===== src/rtl/core/assert_macros.svh =====
// ----------------------------------------------------------------------------
// Assertion macros
// Shared concurrent assertion forms; all use clock and reset of the module.
// ----------------------------------------------------------------------------
`ifndef ASSERT_MACROS_SVH
`define ASSERT_MACROS_SVH

// same-cycle implication
`define AFC_ASSERT_IMP(lbl, ante, cons, msg) \
   lbl: assert property (@(posedge clock) disable iff (reset) (ante) |-> (cons)) \
      else $error(msg);

// next-cycle implication
`define AFC_ASSERT_NXT(lbl, ante, cons, msg) \
   lbl: assert property (@(posedge clock) disable iff (reset) (ante) |=> (cons)) \
      else $error(msg);

`endif


===== src/rtl/core/afc_pkg.sv =====
// ----------------------------------------------------------------------------
// afc_pkg
// Types and constants of the auto-ranging frequency counter.
// ----------------------------------------------------------------------------
`default_nettype none

package afc_pkg;

   localparam int EDGE_WIDTH   = 10;
   localparam int COUNT_WIDTH  = 16;
   localparam int TICK_WIDTH   = 16;
   localparam int FREQ_WIDTH   = 20;
   localparam int THRESH_WIDTH = 20;
   localparam int CSR_DATA_WIDTH  = 20;
   localparam int CSR_INDEX_WIDTH = 3;

   localparam int SCALED_WIDTH = COUNT_WIDTH + 4;
   localparam int CMP_WIDTH    = (SCALED_WIDTH > FREQ_WIDTH) ? SCALED_WIDTH : FREQ_WIDTH;
   localparam int SUM_WIDTH    = ((EDGE_WIDTH > COUNT_WIDTH) ? EDGE_WIDTH : COUNT_WIDTH) + 1;

   localparam logic [FREQ_WIDTH-1:0] KHZ_LIMIT = FREQ_WIDTH'(999);

   localparam logic [CSR_INDEX_WIDTH-1:0] CSR_GATE_LOW  = 3'd0;
   localparam logic [CSR_INDEX_WIDTH-1:0] CSR_GATE_HIGH = 3'd1;
   localparam logic [CSR_INDEX_WIDTH-1:0] CSR_GATE_TOP  = 3'd2;
   localparam logic [CSR_INDEX_WIDTH-1:0] CSR_HOLD_HIGH = 3'd3;
   localparam logic [CSR_INDEX_WIDTH-1:0] CSR_HOLD_TOP  = 3'd4;
   localparam logic [CSR_INDEX_WIDTH-1:0] CSR_LOWER_TH  = 3'd5;
   localparam logic [CSR_INDEX_WIDTH-1:0] CSR_UPPER_TH  = 3'd6;

   typedef enum logic [1:0] {
      RANGE_LOW  = 2'd0,
      RANGE_HIGH = 2'd1,
      RANGE_TOP  = 2'd2
   } range_type;

   typedef struct packed {
      logic [TICK_WIDTH-1:0]   gate_low_ticks;
      logic [TICK_WIDTH-1:0]   gate_high_ticks;
      logic [TICK_WIDTH-1:0]   gate_top_ticks;
      logic [TICK_WIDTH-1:0]   hold_high_ticks;
      logic [TICK_WIDTH-1:0]   hold_top_ticks;
      logic [THRESH_WIDTH-1:0] lower_threshold;
      logic [THRESH_WIDTH-1:0] upper_threshold;
   } cfg_type;

   typedef struct packed {
      logic [FREQ_WIDTH-1:0] frequency_hz;
      logic [1:0]            range_used;
      logic                  show_khz;
      logic                  count_wrapped;
   } result_type;

endpackage

`default_nettype wire


===== src/rtl/core/afc_csr.sv =====
// ----------------------------------------------------------------------------
// afc_csr
// Configuration register file, write only.
// ----------------------------------------------------------------------------
`default_nettype none

module afc_csr (
   input  wire logic                                 clock,
   input  wire logic                                 reset,
   input  wire logic                                 csr_write_enable,
   input  wire logic [afc_pkg::CSR_INDEX_WIDTH-1:0]  csr_index,
   input  wire logic [afc_pkg::CSR_DATA_WIDTH-1:0]   csr_write_data,
   output afc_pkg::cfg_type                          cfg
);
   import afc_pkg::*;

   cfg_type cfg_ff, cfg_in;

   always_comb begin
      cfg_in = cfg_ff;
      if (csr_write_enable) begin
         case (csr_index)
            CSR_GATE_LOW:  cfg_in.gate_low_ticks  = csr_write_data[TICK_WIDTH-1:0];
            CSR_GATE_HIGH: cfg_in.gate_high_ticks = csr_write_data[TICK_WIDTH-1:0];
            CSR_GATE_TOP:  cfg_in.gate_top_ticks  = csr_write_data[TICK_WIDTH-1:0];
            CSR_HOLD_HIGH: cfg_in.hold_high_ticks = csr_write_data[TICK_WIDTH-1:0];
            CSR_HOLD_TOP:  cfg_in.hold_top_ticks  = csr_write_data[TICK_WIDTH-1:0];
            CSR_LOWER_TH:  cfg_in.lower_threshold = csr_write_data[THRESH_WIDTH-1:0];
            CSR_UPPER_TH:  cfg_in.upper_threshold = csr_write_data[THRESH_WIDTH-1:0];
            default:       cfg_in = cfg_ff;
         endcase
      end
   end

   always_ff @(posedge clock) begin
      if (reset) begin
         cfg_ff.gate_low_ticks  <= TICK_WIDTH'(2000);
         cfg_ff.gate_high_ticks <= TICK_WIDTH'(500);
         cfg_ff.gate_top_ticks  <= TICK_WIDTH'(125);
         cfg_ff.hold_high_ticks <= TICK_WIDTH'(500);
         cfg_ff.hold_top_ticks  <= TICK_WIDTH'(1000);
         cfg_ff.lower_threshold <= THRESH_WIDTH'(10000);
         cfg_ff.upper_threshold <= THRESH_WIDTH'(150000);
      end else begin
         cfg_ff <= cfg_in;
      end
   end

   assign cfg = cfg_ff;

endmodule

`default_nettype wire


===== src/rtl/core/afc_gate.sv =====
// ----------------------------------------------------------------------------
// afc_gate
// Gate, hold and range state; one tick is processed per step strobe.
// ----------------------------------------------------------------------------
`default_nettype none

`include "assert_macros.svh"

module afc_gate (
   input  wire logic                            clock,
   input  wire logic                            reset,
   input  wire afc_pkg::cfg_type                cfg,
   input  wire logic                            step,
   input  wire logic [afc_pkg::EDGE_WIDTH-1:0]  edge_count,
   output logic                                 res_valid,
   output afc_pkg::result_type                  res
);
   import afc_pkg::*;

   range_type               range_ff, range_in;
   logic                    holding_ff, holding_in;
   logic [TICK_WIDTH-1:0]   tick_ff, tick_in;
   logic [COUNT_WIDTH-1:0]  total_ff, total_in;
   logic                    wrap_ff, wrap_in;

   logic [TICK_WIDTH-1:0]   tick_inc;
   logic [TICK_WIDTH-1:0]   gate_len;
   logic [TICK_WIDTH-1:0]   hold_len;
   logic [SUM_WIDTH-1:0]    sum;
   logic [COUNT_WIDTH-1:0]  total_new;
   logic                    wrap_new;
   logic [SCALED_WIDTH-1:0] scaled;
   logic [CMP_WIDTH-1:0]    f_cmp, lower_cmp, upper_cmp, max_cmp;
   logic [FREQ_WIDTH-1:0]   freq;
   range_type               range_next;
   logic                    gate_done;

   assign tick_inc  = tick_ff + TICK_WIDTH'(1);
   assign sum       = SUM_WIDTH'(total_ff) + SUM_WIDTH'(edge_count);
   assign total_new = sum[COUNT_WIDTH-1:0];
   assign wrap_new  = wrap_ff | (sum[SUM_WIDTH-1:COUNT_WIDTH] != '0);

   always_comb begin
      case (range_ff)
         RANGE_LOW: begin
            gate_len = cfg.gate_low_ticks;
            hold_len = '0;
            scaled   = SCALED_WIDTH'(total_new);
         end
         RANGE_HIGH: begin
            gate_len = cfg.gate_high_ticks;
            hold_len = cfg.hold_high_ticks;
            scaled   = SCALED_WIDTH'({total_new, 2'b00});
         end
         default: begin
            gate_len = cfg.gate_top_ticks;
            hold_len = cfg.hold_top_ticks;
            scaled   = {total_new, 4'b0000};
         end
      endcase
   end

   assign gate_done = (tick_inc >= gate_len);
   assign f_cmp     = CMP_WIDTH'(scaled);
   assign lower_cmp = CMP_WIDTH'(cfg.lower_threshold);
   assign upper_cmp = CMP_WIDTH'(cfg.upper_threshold);
   assign max_cmp   = CMP_WIDTH'({FREQ_WIDTH{1'b1}});
   assign freq      = (f_cmp > max_cmp) ? {FREQ_WIDTH{1'b1}} : f_cmp[FREQ_WIDTH-1:0];

   always_comb begin
      range_next = range_ff;
      case (range_ff)
         RANGE_LOW: begin
            if (f_cmp >= lower_cmp) range_next = RANGE_HIGH;
         end
         RANGE_HIGH: begin
            if (f_cmp <= lower_cmp) range_next = RANGE_LOW;
            else if (f_cmp >= upper_cmp) range_next = RANGE_TOP;
         end
         default: begin
            range_next = RANGE_TOP;
            if (f_cmp <= lower_cmp) range_next = RANGE_LOW;
            else if (f_cmp <= upper_cmp) range_next = RANGE_HIGH;
         end
      endcase
   end

   // next state
   always_comb begin
      range_in   = range_ff;
      holding_in = holding_ff;
      tick_in    = tick_ff;
      total_in   = total_ff;
      wrap_in    = wrap_ff;
      if (step) begin
         if (holding_ff) begin
            tick_in = tick_inc;
            if (tick_inc >= hold_len) begin
               holding_in = 1'b0;
               tick_in    = '0;
            end
         end else if (!gate_done) begin
            tick_in  = tick_inc;
            total_in = total_new;
            wrap_in  = wrap_new;
         end else begin
            range_in   = range_next;
            tick_in    = '0;
            total_in   = '0;
            wrap_in    = 1'b0;
            holding_in = (range_next == range_ff) && (hold_len != '0);
         end
      end
   end

   // outputs
   always_comb begin
      res_valid         = step && !holding_ff && gate_done && (range_next == range_ff);
      res.frequency_hz  = freq;
      res.range_used    = range_ff;
      res.show_khz      = (freq > KHZ_LIMIT);
      res.count_wrapped = wrap_new;
   end

   always_ff @(posedge clock) begin
      if (reset) begin
         range_ff   <= RANGE_LOW;
         holding_ff <= 1'b0;
         tick_ff    <= '0;
         total_ff   <= '0;
         wrap_ff    <= 1'b0;
      end else begin
         range_ff   <= range_in;
         holding_ff <= holding_in;
         tick_ff    <= tick_in;
         total_ff   <= total_in;
         wrap_ff    <= wrap_in;
      end
   end

   `AFC_ASSERT_NXT(a_hold_after_result, res_valid && (hold_len != '0), holding_ff, "no hold after result")
   `AFC_ASSERT_NXT(a_clear_after_result, res_valid, (total_ff == '0) && !wrap_ff && (tick_ff == '0), "gate not cleared")
   `AFC_ASSERT_NXT(a_range_kept, res_valid, $stable(range_ff), "range moved on a result")

endmodule

`default_nettype wire


===== src/rtl/core/autorange_frequency_counter.sv =====
// ----------------------------------------------------------------------------
// autorange_frequency_counter
// Auto-ranging gated frequency counter with three ranges and hold.
// ----------------------------------------------------------------------------
// Usage:
//   req_*  : one transfer per 0.5 ms tick, req_edge_count = edges in that tick.
//   rsp_*  : one transfer per finished gate that did not move the range:
//            frequency in Hz, range, kHz flag and wrap flag.
//   csr_*  : register writes, taken in the cycle of csr_write_enable;
//            write only while no tick is in flight.
//   A tick that ends a gate passes the input register, then the gate logic
//   into the result register, which holds its result for rsp_*.
//   Throughput: one tick per cycle unless a waiting result stalls it, set by
//   the gate update between the input register and the result register.
//   Ticks that end no gate, move the range or fall in the hold give no result.
//   When rsp_ready is low with a result waiting, a tick already in the input
//   register waits there and req_ready drops until the result is taken.
//   Reset: configuration registers return to their default values, range
//   low, counters cleared, both channels empty.
// ----------------------------------------------------------------------------
`default_nettype none

`include "assert_macros.svh"

module autorange_frequency_counter (
   input  wire logic                                 clock,
   input  wire logic                                 reset,
   input  wire logic                                 req_valid,
   output logic                                      req_ready,
   input  wire logic [afc_pkg::EDGE_WIDTH-1:0]       req_edge_count,
   output logic                                      rsp_valid,
   input  wire logic                                 rsp_ready,
   output logic [afc_pkg::FREQ_WIDTH-1:0]            rsp_frequency_hz,
   output logic [1:0]                                rsp_range_used,
   output logic                                      rsp_show_khz,
   output logic                                      rsp_count_wrapped,
   input  wire logic                                 csr_write_enable,
   input  wire logic [afc_pkg::CSR_INDEX_WIDTH-1:0]  csr_index,
   input  wire logic [afc_pkg::CSR_DATA_WIDTH-1:0]   csr_write_data
);
   import afc_pkg::*;

   cfg_type                cfg;
   logic                   in_valid_ff, in_valid_in;
   logic [EDGE_WIDTH-1:0]  in_edge_ff, in_edge_in;
   logic                   out_valid_ff, out_valid_in;
   result_type             out_ff, out_in;
   logic                   advance;
   logic                   res_valid;
   result_type             res;

   afc_csr u_csr (
      .clock            (clock),
      .reset            (reset),
      .csr_write_enable (csr_write_enable),
      .csr_index        (csr_index),
      .csr_write_data   (csr_write_data),
      .cfg              (cfg)
   );

   afc_gate u_gate (
      .clock      (clock),
      .reset      (reset),
      .cfg        (cfg),
      .step       (advance),
      .edge_count (in_edge_ff),
      .res_valid  (res_valid),
      .res        (res)
   );

   assign advance   = in_valid_ff && (!out_valid_ff || rsp_ready);
   assign req_ready = !in_valid_ff || advance;

   always_comb begin
      in_valid_in = in_valid_ff;
      in_edge_in  = in_edge_ff;
      if (req_valid && req_ready) begin
         in_valid_in = 1'b1;
         in_edge_in  = req_edge_count;
      end else if (advance) begin
         in_valid_in = 1'b0;
      end
   end

   always_comb begin
      out_valid_in = out_valid_ff;
      out_in       = out_ff;
      if (out_valid_ff && rsp_ready) out_valid_in = 1'b0;
      if (advance && res_valid) begin
         out_valid_in = 1'b1;
         out_in       = res;
      end
   end

   always_ff @(posedge clock) begin
      if (reset) begin
         in_valid_ff  <= 1'b0;
         out_valid_ff <= 1'b0;
      end else begin
         in_valid_ff  <= in_valid_in;
         out_valid_ff <= out_valid_in;
      end
   end

   always_ff @(posedge clock) begin
      in_edge_ff <= in_edge_in;
      out_ff     <= out_in;
   end

   assign rsp_valid         = out_valid_ff;
   assign rsp_frequency_hz  = out_ff.frequency_hz;
   assign rsp_range_used    = out_ff.range_used;
   assign rsp_show_khz      = out_ff.show_khz;
   assign rsp_count_wrapped = out_ff.count_wrapped;

   `AFC_ASSERT_IMP(a_stall_only_full, !req_ready, in_valid_ff && out_valid_ff && !rsp_ready, "needless stall")
   `AFC_ASSERT_NXT(a_result_lands, advance && res_valid, out_valid_ff, "result lost")

endmodule

`default_nettype wire


===== config.mk =====
export PLATFORM = sky130hd
export DESIGN_NAME = autorange_frequency_counter
export DESIGN_NICKNAME = d
export VERILOG_FILES = /design/src/rtl/core/afc_pkg.sv /design/src/rtl/core/afc_csr.sv /design/src/rtl/core/afc_gate.sv /design/src/rtl/core/autorange_frequency_counter.sv
export VERILOG_INCLUDE_DIRS = /design/src /design/src/rtl/core
export SDC_FILE = /design/constraint.sdc
export NUM_CORES = 1
export LEC_CHECK = 0
export BUFFER_PORTS_ARGS = -buffer_cell sky130_fd_sc_hd__buf_2
export CORE_AREA = 2 2 192 194
export DETAILED_ROUTE_END_ITERATION = 8
export DIE_AREA = 0 0 194 196
export PLACE_DENSITY = 0.42
export SYNTH_ARGS = -nofsm -noshare
export SYNTH_HDL_FRONTEND = slang
export SYNTH_SLANG_ARGS = --single-unit

===== constraint.sdc =====
create_clock -name clock -period 19.9 [get_ports clock]
set_clock_uncertainty 0.15 [all_clocks]
set_input_delay 0.995 -clock clock [delete_from_list [all_inputs] [get_ports clock]]
set_output_delay 0.995 -clock clock [all_outputs]
set_load 0.03 [all_outputs]

# Word-level counts from Yosys, hierarchy flattened
# Cells that the tools add are included.
dict set report word_totals {
  reg_bits 192
  output_inout_bits 26
}
dict set report classes {
  n_addsub 2
  magnitude_cmp 8
  eq_ne 8
  n_mux 22
  bitwise 2
  n_reduce_logical 27
}
# cell n
set ops {}
lappend ops {{2-to-1 mux 16 bit} 4}
lappend ops {{case mux 16 bit (2 select lines)} 2}
lappend ops {{greater-or-equal comparator 20 bit} 2}
lappend ops {{<= comparator 20 bit} 2}
lappend ops {{case mux 20 bit (2 select lines)} 1}
lappend ops {{greater-or-equal comparator 16 bit} 2}
lappend ops {{> comparator 20 x 10 -> 1 bit, second input constant} 1}
lappend ops {{> comparator 20 bit, second input constant} 1}
lappend ops {{2-to-1 mux 20 bit} 1}
lappend ops {{adder 16 x 10 -> 17 bit} 1}
lappend ops {{adder 16 x 1 -> 16 bit, second input constant} 1}
lappend ops {{AND reduction 2 bit} 8}
lappend ops {{nonzero test 16 bit} 1}
lappend ops {{2-to-1 mux 2 bit} 5}
lappend ops {{equality test 3 bit, second input constant} 3}
lappend ops {{logical AND 1 bit} 8}
lappend ops {{2-to-1 mux 1 bit} 8}
lappend ops {{equality test 3 x 2 -> 1 bit, second input constant} 2}
lappend ops {{case mux 2 bit (2 select lines)} 1}
lappend ops {{nonzero test 2 bit} 2}
lappend ops {{equality test 3 x 1 -> 1 bit, second input constant} 1}
lappend ops {{logical NOT 1 bit} 3}
lappend ops {{logical NOT 3 bit} 1}
lappend ops {{AND reduction 3 bit} 1}
lappend ops {{6 further kinds} 7}

# Logic depth before layout (Yosys ltp)
# Gate-level depths: netlist (run 1).
dict set report depth {
  word_depth 10
  depth_mapped 20
}

# Cells and area by module
# A second synthesis (run 1) with hierarchy kept.
dict set report hier_totals {
  cells_unflattened 1216
  area_unflattened_um2 11262.1
}
# mod n_inst cells_each area_each_um2
set by_module_without_submodules {}
lappend by_module_without_submodules {afc_gate 1 730 5405.2}
lappend by_module_without_submodules {afc_csr 1 441 4733.3}
lappend by_module_without_submodules {autorange_frequency_counter 1 45 1123.6}

# Worst setup path after synthesis (run 1)
# Ideal clock, no wire load.
dict set report synth_path {
  path_kind {flip-flop to flip-flop}
  from {reg in_edge_ff[1]}
  to {reg out_ff, in the netlist rsp_count_wrapped, enable pin}
  setup_time_ns 0.466
  arrival_ns 6.144
  required_time_ns 19.284
  setup_slack_ns 13.140
  stages_incl_launch_ff 17
  cell_sequence {edfxtp_1 ha_1 a21oi_1 o2111ai_2 a31oi_1 nor2_1 mux2_2 a211oi_1 a21o_1 ha_1 a21o_1 a21o_1 a21oi_1 o2bb2ai_1 a2111oi_2 a211oi_1 nor4_1}
}
dict set report synth_between {
  elab_chain_cells 9
  word_cells_on_any_way 15
}
# item line_no
set synth_lines {}
lappend synth_lines {{start, declared} autorange_frequency_counter.sv:45} ;# logic [EDGE_WIDTH-1:0] in_edge_ff, in_edge_in;
lappend synth_lines {{start signal, assigned} autorange_frequency_counter.sv:106} ;# in_edge_ff <= in_edge_in;
lappend synth_lines {{adder 16 x 10 -> 17 bit (*)} afc_gate.sv:39} ;# assign sum = SUM_WIDTH'(total_ff) + SUM_WIDTH'(edge_count);
lappend synth_lines {{case mux 20 bit (2 select lines) (*)} afc_gate.sv:44} ;# case (range_ff)
lappend synth_lines {{<= comparator 20 bit / greater-or-equal comparator 20 bit (equally long branches)} {afc_gate.sv:83, afc_gate.sv:78}}
lappend synth_lines {{2-to-1 mux 2 bit, on equally long branches} {afc_gate.sv:83, afc_gate.sv:78}}
lappend synth_lines {{2-to-1 mux 2 bit, on equally long branches} {afc_gate.sv:82, afc_gate.sv:77}}
lappend synth_lines {{case mux 2 bit (2 select lines) (*)} afc_gate.sv:72} ;# case (range_ff)
lappend synth_lines {{equality test 2 bit (*)} afc_gate.sv:118} ;# res_valid = step && !holding_ff && gate_done && (range_next == range_ff);
lappend synth_lines {{logical AND 1 bit (*)} afc_gate.sv:118}
lappend synth_lines {{logical AND 1 bit (*)} autorange_frequency_counter.sv:89} ;# if (advance && res_valid) begin
lappend synth_lines {{end signal, assigned} autorange_frequency_counter.sv:107} ;# out_ff <= out_in;
lappend synth_lines {{end, declared} autorange_frequency_counter.sv:47} ;# result_type out_ff, out_in;
# Mark *: on every way between the ends. The rest lies on a longest branch, timed or not.
# A chain may end at the register's enable or synchronous reset.

# Worst setup path after layout (run 1)
dict set report layout_path {
  from {reg in_edge_ff[5]}
  to {reg out_ff, in the netlist rsp_frequency_hz[5], enable pin}
}
# Same word-level chain as after synthesis.

==> results of run 1 <==
-- where the power goes --
| part | internal, uW | total, uW | switching, uW | leakage, uW |
|---|---|---|---|---|
| Sequential | 406 | 412 | 5.77 | 0.00161 |
| Combinational | 41.4 | 122 | 80.7 | 0.00295 |
| Clock | 176 | 349 | 174 | 0.000287 |
-- Yosys cell counts (all sizes together) (7+ instances only) --
master  number
o21ai       30
a21o        20
a21oi      166
and2         7
nand2b       9
and3        21
a22oi        7
xnor2       17
dfxtp      158
mux2i       18
nand3       30
nand2      309
nand4       17
nor4         8
clkbuf      61
nor3        29
nor2b       10
a211oi      13
inv         52
nor2        81
ha          83
edfxtp      34
nand3b      44
xor2        21
-- per-stage QoR --
step                hold slack [ns]  cell area [um2]  utilization [%]  total power, uW  worst slack (ns)
floorplan                     0.256            10700                -              498             13.14
global placement              0.289            11400             31.7              542             14.39
detailed placement            0.295            11400             31.7              542             14.32
CTS                           0.306            12000             33.3              897             14.28
global route                  0.320            12000             33.3              926             13.67
finish                        0.306            12000             33.3              883             14.30
-- sequential cells by signal, summed over array words and instances (netlist names), 2 cells and up --
signal / count
rsp_frequency_hz: 20
u_gate.total_ff: 16
in_edge_ff: 10
u_gate.tick_ff: 16
rsp_range_used: 2
u_gate.range_ff: 2
u_csr.cfg: 120
-- worst reg2reg max path: cells and delay by family (launching register included) --
kind	cells	cell delay, ns
DFF	1	0.37
xor gates and xnor gates	1	0.49
AOI/OAI and AO/OA	9	2.66
buffers and inverters	1	0.27
muxes	1	0.14
adders and majority gates	2	0.75
and+or+nand+nor	4	0.50
-- worst max-delay path by stage --
| stage | to | slack, ns | from | cells after the start |
|---|---|---|---|---|
| after floorplan | rsp_count_wrapped$_DFFE_PP_ | 13.14 | in_edge_ff[1]$_DFFE_PP_ | 16 |
| after global placement | rsp_frequency_hz[3]$_DFFE_PP_ | 14.39 | in_edge_ff[1]$_DFFE_PP_ | 18 |
| after detailed placement | rsp_frequency_hz[3]$_DFFE_PP_ | 14.32 | in_edge_ff[5]$_DFFE_PP_ | 18 |
| after CTS | rsp_frequency_hz[3]$_DFFE_PP_ | 14.28 | in_edge_ff[0]$_DFFE_PP_ | 19 |
| after global routing | rsp_frequency_hz[7]$_DFFE_PP_ | 13.67 | in_edge_ff[5]$_DFFE_PP_ | 18 |
| final | rsp_frequency_hz[5]$_DFFE_PP_ | 14.30 | in_edge_ff[5]$_DFFE_PP_ | 18 |
-- area by class of cell --
cell class,count,share of cell area (%)
flip-flops and latches,192,34.9
clock buffers,20,3.89
well taps,468,4.88
inverters,52,1.63
multi-input cells,1009,50.4
repair buffers,74,3.34
clock inverters,12,0.969
-- cells by family after synthesis --
family | share of synthesized area [%]
flops | 39.2
xor+xnor | 3.29
compound gates | 16.0
fa+ha+maj | 10.0
buf+inv | 4.23
simple gates | 25.4
mux | 1.90
-- layer usage --
layer | track usage [%] | vias to the layer above | wire length [um]
met5 | 0 | - | 0
met4 | 3.56 | 0 | 255
met3 | 2.60 | 10 | 1020
met2 | 26.7 | 142 | 14500
met1 | 26.9 | 4328 | 17700
li1 | - | 4657 | -
-- cells in the final DEF (no fill, tap or decap), types with 5 or more instances in the layout --
cell type  Yosys  routed
a211oi_1      11      11
a21o_1        20      20
a21oi_1      164     164
a22oi_1        7       7
a31oi_1        5       5
and2_1         6       6
and3_1        19      19
and4_1         6       6
buf_2          3      62
buf_4          0      12
clkbuf_16      0      17
dfxtp_1      158     156
edfxtp_1      34      34
ha_1          83      83
inv_1         50      50
mux2i_1       18      18
nand2_1      309     309
nand2b_1       9       9
nand3_1       28      28
nand3b_1      44      44
nand4_1       17      17
nor2_1        81      81
nor2b_1       10      10
nor3_1        28      28
nor4_1         8       7
o21a_1         6       6
o21ai_0       25      25
o22ai_1        6       6
xnor2_1       16      16
xor2_1        21      21
==> flow_summary.json, run 1 <==
{
  "min_path_cells": 2,
  "cp_cell_sequence": "ha_1, a21oi_2, o22ai_1, o31ai_4, nor2_1, xnor2_1, mux2i_1, nor2_1, a21oi_1, ha_1, a21o_1, a21oi_1, o2bb2ai_1, a2111oi_2, nor3_1, a211oi_1, nor4_2, buf_4",
  "initial_core_util_pct": 29.6,
  "arrival_ns": 5.62,
  "clock.fmax_mhz": 179,
  "dp_cells": 1795,
  "maxSlewViolCount": 0,
  "r2r-start": "in_edge_ff[5]$_DFFE_PP_",
  "crit_buf_inv": 1,
  "min_to": "u_csr.cfg[35]$_SDFFE_PP0P_",
  "cts_buffers": 17,
  "cts_setup_buffers": 0,
  "diodes": 0,
  "netlist_area_mm2": 0.0107,
  "slew_headroom_pct": 36.4,
  "die_x_um": 194,
  "rsz0062_at_grt": "no",
  "grt_pass1_vias": 8736,
  "die-area_mm2": 0.0380,
  "slowest_stage": "a2111oi_2",
  "leakage_uw": 0.00485,
  "drcViolationCount": 0,
  "viasPerCell": 5.00,
  "fin_nets": 1468,
  "antenna_found_initial": 0,
  "drtIter0Drc": 627,
  "hp-class": "flop to flop",
  "synthArstFlopShare_pct": 0,
  "clockBufferDepth": 2,
  "num_vias": 9137,
  "syn_to_final_growth_pct": 12.4,
  "fin_crit_sh_pct": 28.1,
  "synth-edff-count": 34,
  "synth_top_area_share_pct": 29.6,
  "die_y_um": 196,
  "crit_path_end_kind": "flop",
  "required_ns": 19.92,
  "cts_tree": "done",
  "clkSlewWorstSetupHoldPaths_ns": 0.08,
  "grt-ovfl-total": 0,
  "clockRootBuffer": "clkbuf_16",
  "instances_no_fill": 1827,
  "avgSynthCellArea_um2": 8.09,
  "vdd_ir_drop_max_mv": 0.0634,
  "worst_pin_slew_ns": 0.952,
  "drive_gt1_share_pct": 9.71,
  "critPathMaxStageDelay_ns": 0.73,
  "io-pin-count": 64,
  "synth_cell_types": 74,
  "hpwlAfterDp_mm": 23.5,
  "reg2reg_depth": 18,
  "min_from": "u_csr.cfg[35]$_SDFFE_PP0P_",
  "cts.sinks": 192,
  "fill_cells": 3888,
  "fin_setup_tns_ns": 0,
  "yosysSeqAreaShare_pct": 39.2,
  "numPortBuffers": 63,
  "power_density_mw_per_mm2": 73.6,
  "seqCellArea_mm2": 0.00419,
  "fin_crit_ns": 5.60,
  "drt-wirelength-per-cell_um": 18.4,
  "crit_type": "flop to flop",
  "crit_family": "compound AO/OA/AOI/OAI gates",
  "cts_hold_buf": 0,
  "yosysWarnings": 0,
  "post_cts_resized": 0,
  "grt_max_degree": 86,
  "place_congestion": 0.827,
  "wl_mm": 33.5,
  "drv_cap": 0,
  "dr.pass1.iters": 4,
  "r2r_slack_ns": 14.30,
  "r2r-end": "rsp_frequency_hz[5]$_DFFE_PP_",
  "h-tree-depth": 4,
  "setup_violations": 0,
  "synth_flop_cell": "dfxtp_1",
  "fp.coreArea_mm2": 0.0361,
  "clock_latency_ns": 0.45,
  "syn_nets": 1442,
  "synthCells": 1320,
  "synthTopCellsByArea": "dfxtp_1 (30%), nand2_1 (11%), ha_1 (9.7%)",
  "cp_max_fo": 24,
  "rows": 70,
  "grt_usage_pct": 17.8,
  "yosysTopAreaCell": "dfxtp_1",
  "hold_violations": 0,
  "synth_seq_cells": 192,
  "worst_setup_path_start_kind": "flop",
  "antenna_left": 0,
  "multi_input_comb_area_mm2": 0.00605,
  "grt_first_pass_wirelength_mm": 52.4,
  "status": "finished, final reports clean"
}
(Power assumes the default switching activity.)
==> run 2, diff against run 1 <==
Clock period 19.9 ns to 5.7 ns, I/O delays scaled along.
==> flow_summary.json, run 2 (synthesized netlist as in run 1, its figures left out) <==
{
  "status": "finished, final reports clean",
  "clockBufferDepth": 2,
  "num_vias": 9225,
  "grt_first_pass_wirelength_mm": 52.1,
  "rows": 70,
  "dp_cells": 1808,
  "dr.pass1.iters": 5,
  "seqCellArea_mm2": 0.00419,
  "drt-wirelength-per-cell_um": 17.9,
  "maxSlewViolCount": 0,
  "numPortBuffers": 63,
  "slew_headroom_pct": 22.9,
  "viasPerCell": 4.97,
  "rsz0062_at_grt": "no",
  "vdd_ir_drop_max_mv": 0.201,
  "die_y_um": 196,
  "die-area_mm2": 0.0380,
  "drive_gt1_share_pct": 10.5,
  "grt-ovfl-total": 0,
  "worst_setup_path_start_kind": "flop",
  "clkSlewWorstSetupHoldPaths_ns": 0.08,
  "place_congestion": 0.809,
  "clock.fmax_mhz": 190,
  "syn_to_final_growth_pct": 15.8,
  "drtIter0Drc": 598,
  "cts_setup_buffers": 0,
  "drv_cap": 0,
  "clockRootBuffer": "clkbuf_16",
  "fill_cells": 3875,
  "diodes": 0,
  "final_common_cell": "nand2_1",
  "fin_nets": 1496,
  "fin_crit_sh_pct": 92.1,
  "initial_core_util_pct": 29.6,
  "cts.sinks": 192,
  "leakage_uw": 0.00502,
  "grt_usage_pct": 17.6,
  "antenna_left": 0,
  "crit_type": "flop to flop",
  "cts_tree": "done",
  "cp_max_fo": 9,
  "fin_crit_ns": 5.25,
  "h-tree-depth": 4,
  "instances_no_fill": 1855,
  "worst_pin_slew_ns": 1.15,
  "layout_common_cells": "nand2_1 (309), a21oi_1 (164), dfxtp_1 (156), ha_1 (83), nor2_1 (81)",
  "multi_input_comb_area_mm2": 0.00606,
  "antenna_found_initial": 0,
  "required_ns": 5.71,
  "grt_max_degree": 86,
  "hold_violations": 0,
  "clock_latency_ns": 0.45,
  "hp-class": "input pin to flop",
  "fp.coreArea_mm2": 0.0361,
  "fin_setup_tns_ns": 0,
  "grt_pass1_vias": 8722,
  "io-pin-count": 64,
  "power_density_mw_per_mm2": 263,
  "hpwlAfterDp_mm": 23.6,
  "drcViolationCount": 0,
  "arrival_ns": 5.26,
  "cts_buffers": 17,
  "die_x_um": 194,
  "crit_path_end_kind": "flop",
  "setup_violations": 0,
  "largest_reg_flops": 120,
  "wl_mm": 33.2
}
==> run 2: what timing repair did <==
item                                    CTS  global route
hold endpoints to repair                 19             0
gates resized for setup                   0             0
hold buffers                             15             0
endpoints found under the setup margin    0             0
==> run 2: final cells by class <==
cell class / count / share of cell area (%)
Multi-Input combinational cell: 1009 / 49.0
Tap cell: 468 / 4.73
Inverter: 52 / 1.58
Clock buffer: 17 / 3.44
Clock inverter: 15 / 1.98
Timing Repair Buffer: 102 / 5.44
Sequential cell: 192 / 33.8
==> run 2: through the flow <==
stage	setup slack, ns	utilization [%]	cell area (um2)	power [uW]	hold WS [ns]
6_report	0.448	34.3	12400	3260	0.0306
3_3_place_gp	0.518	32.0	11600	1910	0.287
5_1_grt	0.0453	34.3	12400	3410	0.0194
3_5_place_dp	0.509	32.0	11600	1910	0.294
2_1_floorplan	0.464	-	10700	1740	0.234
4_1_cts	0.447	34.3	12400	3300	0.0145
==> run 2: report_power, final <==
part           leakage (uW)  total, uW  switching [uW]  internal, uW
clock network      0.000323       1380             615           761
logic               0.00308        444             285           159
registers           0.00161       1440            20.0          1420
==> run 2: worst max-delay path: stages (launching register included) <==
cell and delay, ns:
edfxtp_1 0.39, ha_1 0.25, fa_1 0.43, nand3_2 0.13, a211oi_2 0.09, o31ai_4 0.46, nor2_1 0.13, xnor2_1 0.40
mux2i_1 0.15, nor2_1 0.14, a21oi_1 0.08, ha_1 0.36, nand4_1 0.14, nor4_1 0.27, buf_4 0.16, o2bb2ai_1 0.12
a2111oi_2 0.07, buf_4 0.16, nor4_1 0.19, a211oi_1 0.07, buf_4 0.17, nor4_4 0.22, buf_4 0.22
==> run 2: worst paths after layout <==
path	start	endpoint	slack [ns]	cells past startpoint
hold reg to reg	u_csr.cfg[71]$_SDFFE_PP0P_	u_csr.cfg[71]$_SDFFE_PP0P_	0.30	2
setup reg to reg	in_edge_ff[0]$_DFFE_PP_	rsp_range_used[0]$_DFFE_PP_	0.45	22
hold / removal	csr_write_data[2]	u_csr.cfg[22]$_SDFFE_PP0P_	0.03	3
setup / recovery	in_edge_ff[0]$_DFFE_PP_	rsp_range_used[0]$_DFFE_PP_	0.45	22
==> run 2: layer usage <==
metal | vias to the layer above | GRT usage, % | wire length [um] | share of wire, %
met5 | - | 0 | 0 | 0
li1 | 4700 | - | - | -
met1 | 4342 | 26.5 | 17300 | 52
met2 | 167 | 26.4 | 14300 | 43
met4 | 0 | 4.21 | 340 | 1.0
met3 | 16 | 2.54 | 1230 | 3.7
==> run 3, diff against run 2 <==
Clock period 5.7 ns to 5.6 ns, I/O delays scaled along.
==> flow_summary.json, run 3 (synthesized netlist as in run 1, its figures left out) <==
{
  "drive_gt1_share_pct": 10.7,
  "numPortBuffers": 63,
  "clock.fmax_mhz": 191,
  "status": "finished, final reports clean",
  "slew_headroom_pct": 21.8,
  "cp_cell_sequence": "ha_1, a21oi_1, o2111ai_2, o21ai_1, mux2i_1, nand3_1, a211oi_1, a21oi_1, ha_1, and4_1, nand2_1, nor3_1, nand2_1, a22o_1, nor4_1, a211oi_1, buf_4, nor4_4, buf_4",
  "hp-class": "input pin to flop",
  "hpwlAfterDp_mm": 23.7,
  "vdd_ir_drop_max_mv": 0.219,
  "leakage_uw": 0.00500,
  "fp.coreArea_mm2": 0.0361,
  "drcViolationCount": 0,
  "clockRootBuffer": "clkbuf_16",
  "largest_reg_flops": 120,
  "place_congestion": 0.810,
  "use_met3_pct": 2.29,
  "die_x_um": 194,
  "arrival_ns": 5.25,
  "cp_max_fo": 6,
  "io-pin-count": 64,
  "cts_tree": "done",
  "worst_pin_slew_ns": 1.17,
  "grt-ovfl-total": 0,
  "slowest_stage": "a211oi_1",
  "dr.pass1.iters": 5,
  "diodes": 0,
  "cts_buffers": 17,
  "setup_violations": 0,
  "die-area_mm2": 0.0380,
  "fin_crit_ns": 5.24,
  "fill_cells": 3904,
  "required_ns": 5.61,
  "place_area_mm2": 0.0116,
  "syn_to_final_growth_pct": 15.6,
  "h-tree-depth": 4,
  "grt_usage_pct": 17.9,
  "die_y_um": 196,
  "num_vias": 9152,
  "clockBufferDepth": 2,
  "grt.busiest_layer": "met1",
  "final_common_cell": "nand2_1",
  "hold_violations": 0,
  "clock_latency_ns": 0.45,
  "grt_first_pass_wirelength_mm": 53.0,
  "fin_setup_tns_ns": 0,
  "design_area_mm2": 0.0124,
  "use_met2_pct": 26.5,
  "antenna_left": 0,
  "crit_buf_inv": 2,
  "worst_setup_path_start_kind": "flop",
  "wl_mm": 33.5,
  "crit_family": "compound AO/OA/AOI/OAI gates",
  "clkSlewWorstSetupHoldPaths_ns": 0.08,
  "drt-wirelength-per-cell_um": 18.0,
  "power_density_mw_per_mm2": 259,
  "grt_max_degree": 64,
  "rsz0062_at_grt": "no",
  "maxSlewViolCount": 0,
  "layout_common_cells": "nand2_1 (309), a21oi_1 (164), dfxtp_1 (156), ha_1 (83), nor2_1 (81)",
  "crit_type": "flop to flop",
  "fin_crit_sh_pct": 93.5,
  "cts.sinks": 192,
  "fin_nets": 1499,
  "crit_path_end_kind": "flop",
  "grt_pass1_vias": 8930,
  "critPathMaxStageDelay_ns": 0.56,
  "antenna_found_initial": 0,
  "viasPerCell": 4.93,
  "rows": 70,
  "drtIter0Drc": 494,
  "drv_cap": 0,
  "initial_core_util_pct": 29.6,
  "met1_usage_pct": 27.2
}
run 3: cell types whose count changed in the layout (fill, tap and decap cells not counted), sizes merged:
| cell | previous run | this run |
|---|---|---|
| clkbuf | 17 | 20 |
| dlygate4sd3 | 15 | 16 |
| inv | 58 | 60 |
| buf | 87 | 89 |
| bufinv | 4 | 1 |
| clkinv | 4 | 2 |
run 3: layout make-up:
cell class | count | area (um2) | area share (%)
clock buffers | 20 | 457 | 3.70
well taps | 468 | 586 | 4.74
multi-input cells | 1009 | 6090 | 49.3
flip-flops and latches | 192 | 4190 | 33.9
repair buffers | 105 | 698 | 5.65
inverters | 52 | 195 | 1.58
clock inverters | 12 | 140 | 1.13
run 3: repair_timing:
item                                    in CTS  in global routing
setup buffers                                0                  1
hold buffers                                16                  0
hold endpoints to repair                    20                  0
endpoints found under the setup margin       0                 24
gates resized for setup                      0                  4
run 3: stage by stage:
stage                     hold slack (ns)  utilization (%)  worst slack (ns)  std cells  power [uW]
final                              0.0247             34.2             0.364       1858        3200
after global routing               0.0139             34.2            0.0405       1858        3350
after CTS                         0.00467             34.1             0.247       1857        3230
after detailed placement            0.292             32.0             0.324       1809        1940
after global placement              0.290             32.0             0.376       1809        1940
after floorplan                     0.229                -             0.364       1320        1770
run 3: worst paths after layout:
check,start,endpoint,slack (ns),depth (start not counted)
worst min-delay path,csr_write_data[4],u_csr.cfg[44]$_SDFFE_PP0P_,0.02,3
worst max-delay path,in_edge_ff[1]$_DFFE_PP_,rsp_frequency_hz[0]$_DFFE_PP_,0.36,19
worst max register to register,in_edge_ff[1]$_DFFE_PP_,rsp_frequency_hz[0]$_DFFE_PP_,0.36,19
worst min register to register,u_csr.cfg[67]$_SDFFE_PP0P_,u_csr.cfg[67]$_SDFFE_PP0P_,0.30,2
run 3: where the power goes:
part	total, uW	internal [uW]	switching [uW]
Sequential	1460	1440	19.6
Combinational	459	165	294
Clock	1280	660	616
run 3: worst register-to-register path: stages, from the launching register on:
cell and delay [ns]:
edfxtp_1 0.43, ha_1 0.33, a21oi_1 0.23, o2111ai_2 0.21, o21ai_1 0.26, mux2i_1 0.28
nand3_1 0.13, a211oi_1 0.56, a21oi_1 0.21, ha_1 0.37, and4_1 0.22, nand2_1 0.05
nor3_1 0.23, nand2_1 0.09, a22o_1 0.27, nor4_1 0.23, a211oi_1 0.09, buf_4 0.18
nor4_4 0.21, buf_4 0.23
run 3: per-layer routing:
metal	vias to the layer above	part of all wire, %
met1	4288	54
li1	4699	-
met4	0	1.1
met3	18	3.2
met5	-	0
met2	147	42
